<file path="src/hw/rtl/sfr_pkg.sv">
// Shared types and constants for the serial frame receiver.
package sfr_pkg;

  localparam int ByteW = 8;
  localparam int PosW  = 9;
  localparam int CapW  = 9;
  localparam int IdxW  = 2;
  localparam int DataW = 9;

  typedef logic [ByteW-1:0] byte_t;
  typedef logic [PosW-1:0]  pos_t;
  typedef logic [CapW-1:0]  cap_t;
  typedef logic [IdxW-1:0]  idx_t;
  typedef logic [DataW-1:0] data_t;

  typedef enum logic [2:0] {
    PH_HUNT    = 3'd0,
    PH_LENGTH  = 3'd1,
    PH_PAYLOAD = 3'd2,
    PH_CHECK   = 3'd3,
    PH_GOOD    = 3'd4,
    PH_ERROR   = 3'd5
  } phase_t;

  typedef enum logic [IdxW-1:0] {
    REG_HEADER   = 2'd0,
    REG_CAPACITY = 2'd1,
    REG_CHECK_EN = 2'd2
  } reg_idx_t;

  localparam logic CMD_BYTE    = 1'b0;
  localparam logic CMD_RESTART = 1'b1;

  localparam byte_t HeaderReset   = '0;
  localparam cap_t  CapacityReset = 9'd256;
  localparam logic  CheckEnReset  = 1'b1;

  typedef struct packed {
    byte_t header_byte;
    cap_t  buffer_capacity;
    logic  check_enable;
  } cfg_t;

  typedef struct packed {
    logic   store_valid;
    pos_t   store_position;
    byte_t  store_byte;
    phase_t frame_state;
  } result_t;

endpackage

</file>
<file path="src/hw/rtl/sfr_config_regs.sv">
// Configuration register file for the frame receiver.
module sfr_config_regs (
  input  logic          clk,
  input  logic          rst,
  input  logic          wr_en,
  input  sfr_pkg::idx_t  wr_index,
  input  sfr_pkg::data_t wr_data,
  output sfr_pkg::cfg_t  cfg
);
  import sfr_pkg::*;

  always_ff @(posedge clk) begin
    if (rst) begin
      cfg.header_byte     <= HeaderReset;
      cfg.buffer_capacity <= CapacityReset;
      cfg.check_enable    <= CheckEnReset;
    end else if (wr_en) begin
      unique case (reg_idx_t'(wr_index))
        REG_HEADER:   cfg.header_byte     <= wr_data[ByteW-1:0];
        REG_CAPACITY: cfg.buffer_capacity <= wr_data[CapW-1:0];
        REG_CHECK_EN: cfg.check_enable    <= wr_data[0];
        default: ;
      endcase
    end
  end

endmodule

</file>
<file path="src/hw/rtl/sfr_parser.sv">
// Frame parser state machine: phase, length, count and running sum.
module sfr_parser (
  input  logic            clk,
  input  logic            rst,
  input  logic            step,
  input  logic            cmd,
  input  sfr_pkg::byte_t   rx_byte,
  input  sfr_pkg::cfg_t    cfg,
  output sfr_pkg::result_t result
);
  import sfr_pkg::*;

  phase_t phase, phase_next;
  byte_t  payload_length, payload_length_next;
  byte_t  payload_received, payload_received_next;
  byte_t  running_sum, running_sum_next;

  byte_t  count_inc;
  byte_t  sum_inc;
  logic   len_ok;
  logic   sum_ok;

  assign count_inc = payload_received + 8'd1;
  assign sum_inc   = running_sum + rx_byte;
  assign len_ok    = (rx_byte != '0) && ({1'b0, rx_byte} < cfg.buffer_capacity);
  assign sum_ok    = (sum_inc == '0);

  // Next state
  always_comb begin
    phase_next            = phase;
    payload_length_next   = payload_length;
    payload_received_next = payload_received;
    running_sum_next      = running_sum;
    if (cmd == CMD_RESTART) begin
      phase_next            = PH_HUNT;
      payload_length_next   = '0;
      payload_received_next = '0;
      running_sum_next      = '0;
    end else begin
      unique case (phase)
        PH_HUNT: begin
          if (rx_byte == cfg.header_byte) begin
            running_sum_next = rx_byte;
            phase_next       = PH_LENGTH;
          end
        end
        PH_LENGTH: begin
          payload_received_next = '0;
          if (len_ok) begin
            running_sum_next    = sum_inc;
            payload_length_next = rx_byte;
            phase_next          = PH_PAYLOAD;
          end else begin
            phase_next = PH_HUNT;
          end
        end
        PH_PAYLOAD: begin
          running_sum_next      = sum_inc;
          payload_received_next = count_inc;
          if (count_inc >= payload_length) begin
            phase_next = PH_CHECK;
          end
        end
        PH_CHECK: begin
          if (!cfg.check_enable || sum_ok) begin
            phase_next = PH_GOOD;
          end else begin
            payload_received_next = '0;
            phase_next            = PH_ERROR;
          end
        end
        default: ;
      endcase
    end
  end

  // Outputs
  always_comb begin
    result.store_valid    = 1'b0;
    result.store_position = '0;
    result.store_byte     = '0;
    result.frame_state    = phase_next;
    if (cmd == CMD_BYTE) begin
      unique case (phase)
        PH_HUNT: begin
          if (rx_byte == cfg.header_byte) begin
            result.store_valid = 1'b1;
          end
        end
        PH_LENGTH: begin
          if (len_ok) begin
            result.store_valid    = 1'b1;
            result.store_position = 9'd1;
          end
        end
        PH_PAYLOAD: begin
          result.store_valid    = 1'b1;
          result.store_position = {1'b0, payload_received} + 9'd2;
        end
        default: ;
      endcase
      if (result.store_valid) begin
        result.store_byte = rx_byte;
      end
    end
  end

  always_ff @(posedge clk) begin
    if (rst) begin
      phase            <= PH_HUNT;
      payload_length   <= '0;
      payload_received <= '0;
      running_sum      <= '0;
    end else if (step) begin
      phase            <= phase_next;
      payload_length   <= payload_length_next;
      payload_received <= payload_received_next;
      running_sum      <= running_sum_next;
    end
  end

endmodule

</file>
<file path="src/hw/rtl/serial_frame_receiver_checksum.sv">
// Serial frame receiver top level: input register, parser, result register.
// Parses header, length, payload, checksum frames one received byte per
// transfer and returns one result per byte: whether and where the byte is
// stored in the frame buffer, and the parser phase after it. Sustained rate is
// one byte per clock while out_ready stays high; a result is held first in the
// input register and then in the result register, with the parser state
// updated as the byte moves between them.
// Configuration writes are taken at any time and apply to the next byte.
module serial_frame_receiver_checksum (
  input  logic            clk,
  input  logic            rst,
  input  logic            in_valid,
  output logic            in_ready,
  input  logic            cmd,
  input  sfr_pkg::byte_t   rx_byte,
  output logic            out_valid,
  input  logic            out_ready,
  output logic            store_valid,
  output sfr_pkg::pos_t    store_position,
  output sfr_pkg::byte_t   store_byte,
  output logic [2:0]      frame_state,
  input  logic            cfg_valid,
  output logic            cfg_ready,
  input  sfr_pkg::idx_t    cfg_index,
  input  sfr_pkg::data_t   cfg_data
);
  import sfr_pkg::*;

  logic    hold_valid;
  logic    hold_cmd;
  byte_t   hold_byte;
  logic    step;
  cfg_t    cfg;
  result_t result;
  result_t out_q;

  assign step      = hold_valid && (!out_valid || out_ready);
  assign in_ready  = !hold_valid || step;
  assign cfg_ready = 1'b1;

  always_ff @(posedge clk) begin
    if (rst) begin
      hold_valid <= 1'b0;
    end else if (in_ready) begin
      hold_valid <= in_valid;
    end
  end

  always_ff @(posedge clk) begin
    if (in_valid && in_ready) begin
      hold_cmd  <= cmd;
      hold_byte <= rx_byte;
    end
  end

  sfr_config_regs u_cfg (
    .clk      (clk),
    .rst      (rst),
    .wr_en    (cfg_valid && cfg_ready),
    .wr_index (cfg_index),
    .wr_data  (cfg_data),
    .cfg      (cfg)
  );

  sfr_parser u_parser (
    .clk     (clk),
    .rst     (rst),
    .step    (step),
    .cmd     (hold_cmd),
    .rx_byte (hold_byte),
    .cfg     (cfg),
    .result  (result)
  );

  always_ff @(posedge clk) begin
    if (rst) begin
      out_valid <= 1'b0;
    end else if (step) begin
      out_valid <= 1'b1;
    end else if (out_ready) begin
      out_valid <= 1'b0;
    end
  end

  always_ff @(posedge clk) begin
    if (step) begin
      out_q <= result;
    end
  end

  assign store_valid    = out_q.store_valid;
  assign store_position = out_q.store_position;
  assign store_byte     = out_q.store_byte;
  assign frame_state    = out_q.frame_state;

endmodule

</file>
<file path="config.mk">
export PLATFORM = sky130hd
export DESIGN_NAME = serial_frame_receiver_checksum
export DESIGN_NICKNAME = d
export VERILOG_FILES = /design/src/hw/rtl/sfr_pkg.sv /design/src/hw/rtl/sfr_config_regs.sv /design/src/hw/rtl/sfr_parser.sv /design/src/hw/rtl/serial_frame_receiver_checksum.sv
export SDC_FILE = /design/constraint.sdc
export NUM_CORES = 1
export LEC_CHECK = 0
export BUFFER_PORTS_ARGS = -buffer_cell sky130_fd_sc_hd__buf_2
export CAP_MARGIN = 20
export CELL_PAD_IN_SITES_DETAIL_PLACEMENT = 0
export CELL_PAD_IN_SITES_GLOBAL_PLACEMENT = 1
export CORE_AREA = 2 2 107 109
export CTS_BUF_LIST = sky130_fd_sc_hd__clkbuf_8
export CTS_CLUSTER_DIAMETER = 60
export DETAILED_ROUTE_END_ITERATION = 12
export DIE_AREA = 0 0 109 111
export PLACE_DENSITY_LB_ADDON = 0.08
export SYNTH_ARGS = -nofsm -noshare
export SYNTH_HDL_FRONTEND = slang
export SYNTH_HIERARCHICAL = 1
export SYNTH_SLANG_ARGS = --single-unit
</file>
<file path="constraint.sdc">
create_clock -name clk -period 3.03 [get_ports clk]
set_clock_uncertainty 0.2 [all_clocks]
set_input_delay 0.303 -clock clk [delete_from_list [all_inputs] [get_ports clk]]
set_output_delay 0.303 -clock clk [all_outputs]
set_load 0.02 [all_outputs]
</file>
==> reports/metrics.csv <==
metric,value,unit
Starting DRT DRC Count,127,
TNS Setup,0,ps
row count,39,
via count,3416,
top cell type's share of synthesized area,21.8,%
gr ovfl total,0,
CP max stage delay,420,ps
Die W,109,um
most frequent cells in the layout,"buf_2 (47), dfxtp_1 (44), edfxtp_1 (30)",
cells after synthesis,436,
Pwr Density,408,nW/um^2
placed cell count,627,
max-cap check violation count,0,
Cell variety after synth,63,
"most common cell after layout, fill and taps aside",buf_2,
final hold vios,0,
CP max-delay cell,fa_1,
critical setup path kind,flop to flop,
Area contributors post-synth,"dfxtp_1 (22%), edfxtp_1 (21%), ha_1 (7.0%), mux2i_1 (4.9%), nand2b_1 (3.9%)",
Root Driver,clkbuf_8,
RSZ-0062 raised after global routing,false,
worst hold path type,input pin to flop,
die area,12100,um^2
Synth Register Bits,77,
num ports,49,
DRT antenna net count,0,
RD Place Congestion,0.786,
Post-Syn Area,4320,um^2
WP data arrival,2740,ps
CTS Buffer Depth,2,
clock insertion delay at the later pin of the skew report,360,ps
LEAKAGE,2.03,nW
sequential element share of the synthesized area,42.7,%
crit-path leading delay family,compound AO/OA/AOI/OAI gates,
endpoints failing setup,0,
drt pass-1 iters,4,
first-pass GRT wire length,17.4,mm
die height,111,um
area delta synth->final,18.3,%
status,"finished, final reports clean",
fin crit share,93.8,%
# diodes,0,
H-Tree Depth,3,
ys flop type,dfxtp_1,
relative slew slack,60.7,%
CTS tree,yes,
clk sinks,77,
largest net degree at the start of global routing,29,
PortBufs,47,
Post-synth EDFFs,30,
syn nets,486,
vias per cell,5.22,
DP HPWL,7.52,mm
Final Max Tran Viols,0,
nets,556,
postcts setup bufs,0,
f_max,352,MHz
Final Critical Period,2840,ps
Post-route DRC,0,
Worst Path Required,2930,ps
Worst Path Max Fanout,4,
Initial Util,39.0,%
Core Area,11100,um^2
antenna violations before repair,0,
worst-path cell chain,"ha_1, fa_1, a211oi_2, o21bai_1, a221oi_1, nor4b_4, a21o_1, a21oi_1",
CTS Buf Count,9,
gr usage total,18.6,%
yosys warns,6,
Worst-Margin Slew,589,ps
Post-Route WL,10.6,mm
peak supply drop,0.193,mV
post-route insts no fill,654,
vias in the first global route,3391,
layout cell share with drive strength beyond 1,21.5,%
Worst-path clk slew,90,ps
nature of the critical path endpoint,flop,
Setup crit start kind,flop,
DR WL/cell,16.2,um
fraction of registers with async set or reset after synthesis,0,%
Synth Area per Inst,9.90,um^2
"area leader, netlist",dfxtp_1,
WP buf/inv,0,
==> where the power goes <==
group	internal (mW)	switching [mW]
Clock	0.368	0.392
Sequential	1.10	0.0184
Combinational	0.0882	0.120
Total	1.56	0.530
==> worst min-delay path, stage by stage <==
cell      delay (ps)
buf_2             90
nand2b_1          70
mux2i_1           60
==> path summary, 6_finish.rpt <==
| check | slack, ps | to | start | cells past startpoint |
|---|---|---|---|---|
| max reg2reg | 190 | frame_state[0] | hold_byte[0] | 8 |
| min reg2reg | 280 | u_cfg/cfg[7] | u_cfg/cfg[7] | 2 |
| max | 190 | frame_state[0] | hold_byte[0] | 8 |
| min | 30 | u_cfg/cfg[13] | cfg_data[3] | 3 |
==> flip-flops by register name (all words and copies together) (netlist names) <==
signal / flops
store_position: 9
frame_state: 3
hold_valid: 1
u_parser/phase: 3
out_valid: 1
store_byte: 8
hold_byte: 8
u_cfg/cfg: 18
hold_cmd: 1
store_valid: 1
u_parser/running_sum: 8
u_parser/payload_received: 8
u_parser/payload_length: 8
==> Yosys cell counts (4+ instances only) <==
library cell,instances
a211o_1,4
a21o_1,5
a21oi_1,24
a22oi_1,4
and2_1,9
clkbuf_1,15
dfxtp_1,47
edfxtp_1,30
ha_1,24
inv_1,20
mux2i_1,21
nand2_1,26
nand2b_1,27
nand3_1,17
nand4_1,4
nand4b_1,9
nor2_1,28
nor3_1,4
o21ai_0,20
o311ai_1,5
xnor2_1,16
xor2_1,8
==> area by class of cell <==
cell class	instances	area [um^2]
Multi-Input combinational cell	315	2280
Timing Repair Buffer	83	546
Sequential cell	77	1850
Inverter	20	75.1
Clock buffer	9	124
Clock inverter	7	57.6
Fill cell	1114	5970
Tap cell	143	179
==> metal layers <==
metal,vias to the layer above,global-route usage (%),part of all wire (%)
met5,-,0,0
met4,0,5.21,0.81
met3,7,3.41,3.3
met2,54,30.1,47
met1,1649,25.3,49
li1,1706,-,-
==> through the flow <==
step | total power, mW | setup slack (ps) | cell area, um^2 | utilization, % | hold WS (ps)
after floorplan | 1.26 | 261 | 4320 | - | 165
after detailed placement | 1.34 | 22.1 | 4790 | 43.3 | 267
after global placement | 1.34 | 73.5 | 4790 | 43.3 | 263
final | 2.09 | 189 | 5110 | 46.1 | 29.8
after global routing | 2.18 | 12.1 | 5110 | 46.1 | 33.9
after CTS | 2.11 | 77.6 | 5090 | 46.0 | 18.5
==> cell families (layout without fill, tap and decap cells) <==
| logic type | Yosys count | in the layout | share of synthesized area, % |
|---|---|---|---|
| and+or+nand+nor | 156 | 156 | 20.7 |
| adders and majority gates | 25 | 25 | 7.42 |
| buffers and inverters | 44 | 119 | 4.98 |
| DFF | 77 | 77 | 42.7 |
| other | 1 | 1 | 0.0868 |
| AOI/OAI and AO/OA | 88 | 88 | 14.4 |
| muxes | 21 | 21 | 4.87 |
| xor gates and xnor gates | 24 | 24 | 4.87 |
==> timing repair <==
item,in CTS,in global routing
resized for setup,1,6
hold endpoints to repair,11,0
hold buffers,11,0
setup endpoints to repair,1,9
No activity file was read; power rests on OpenSTA's default activity.
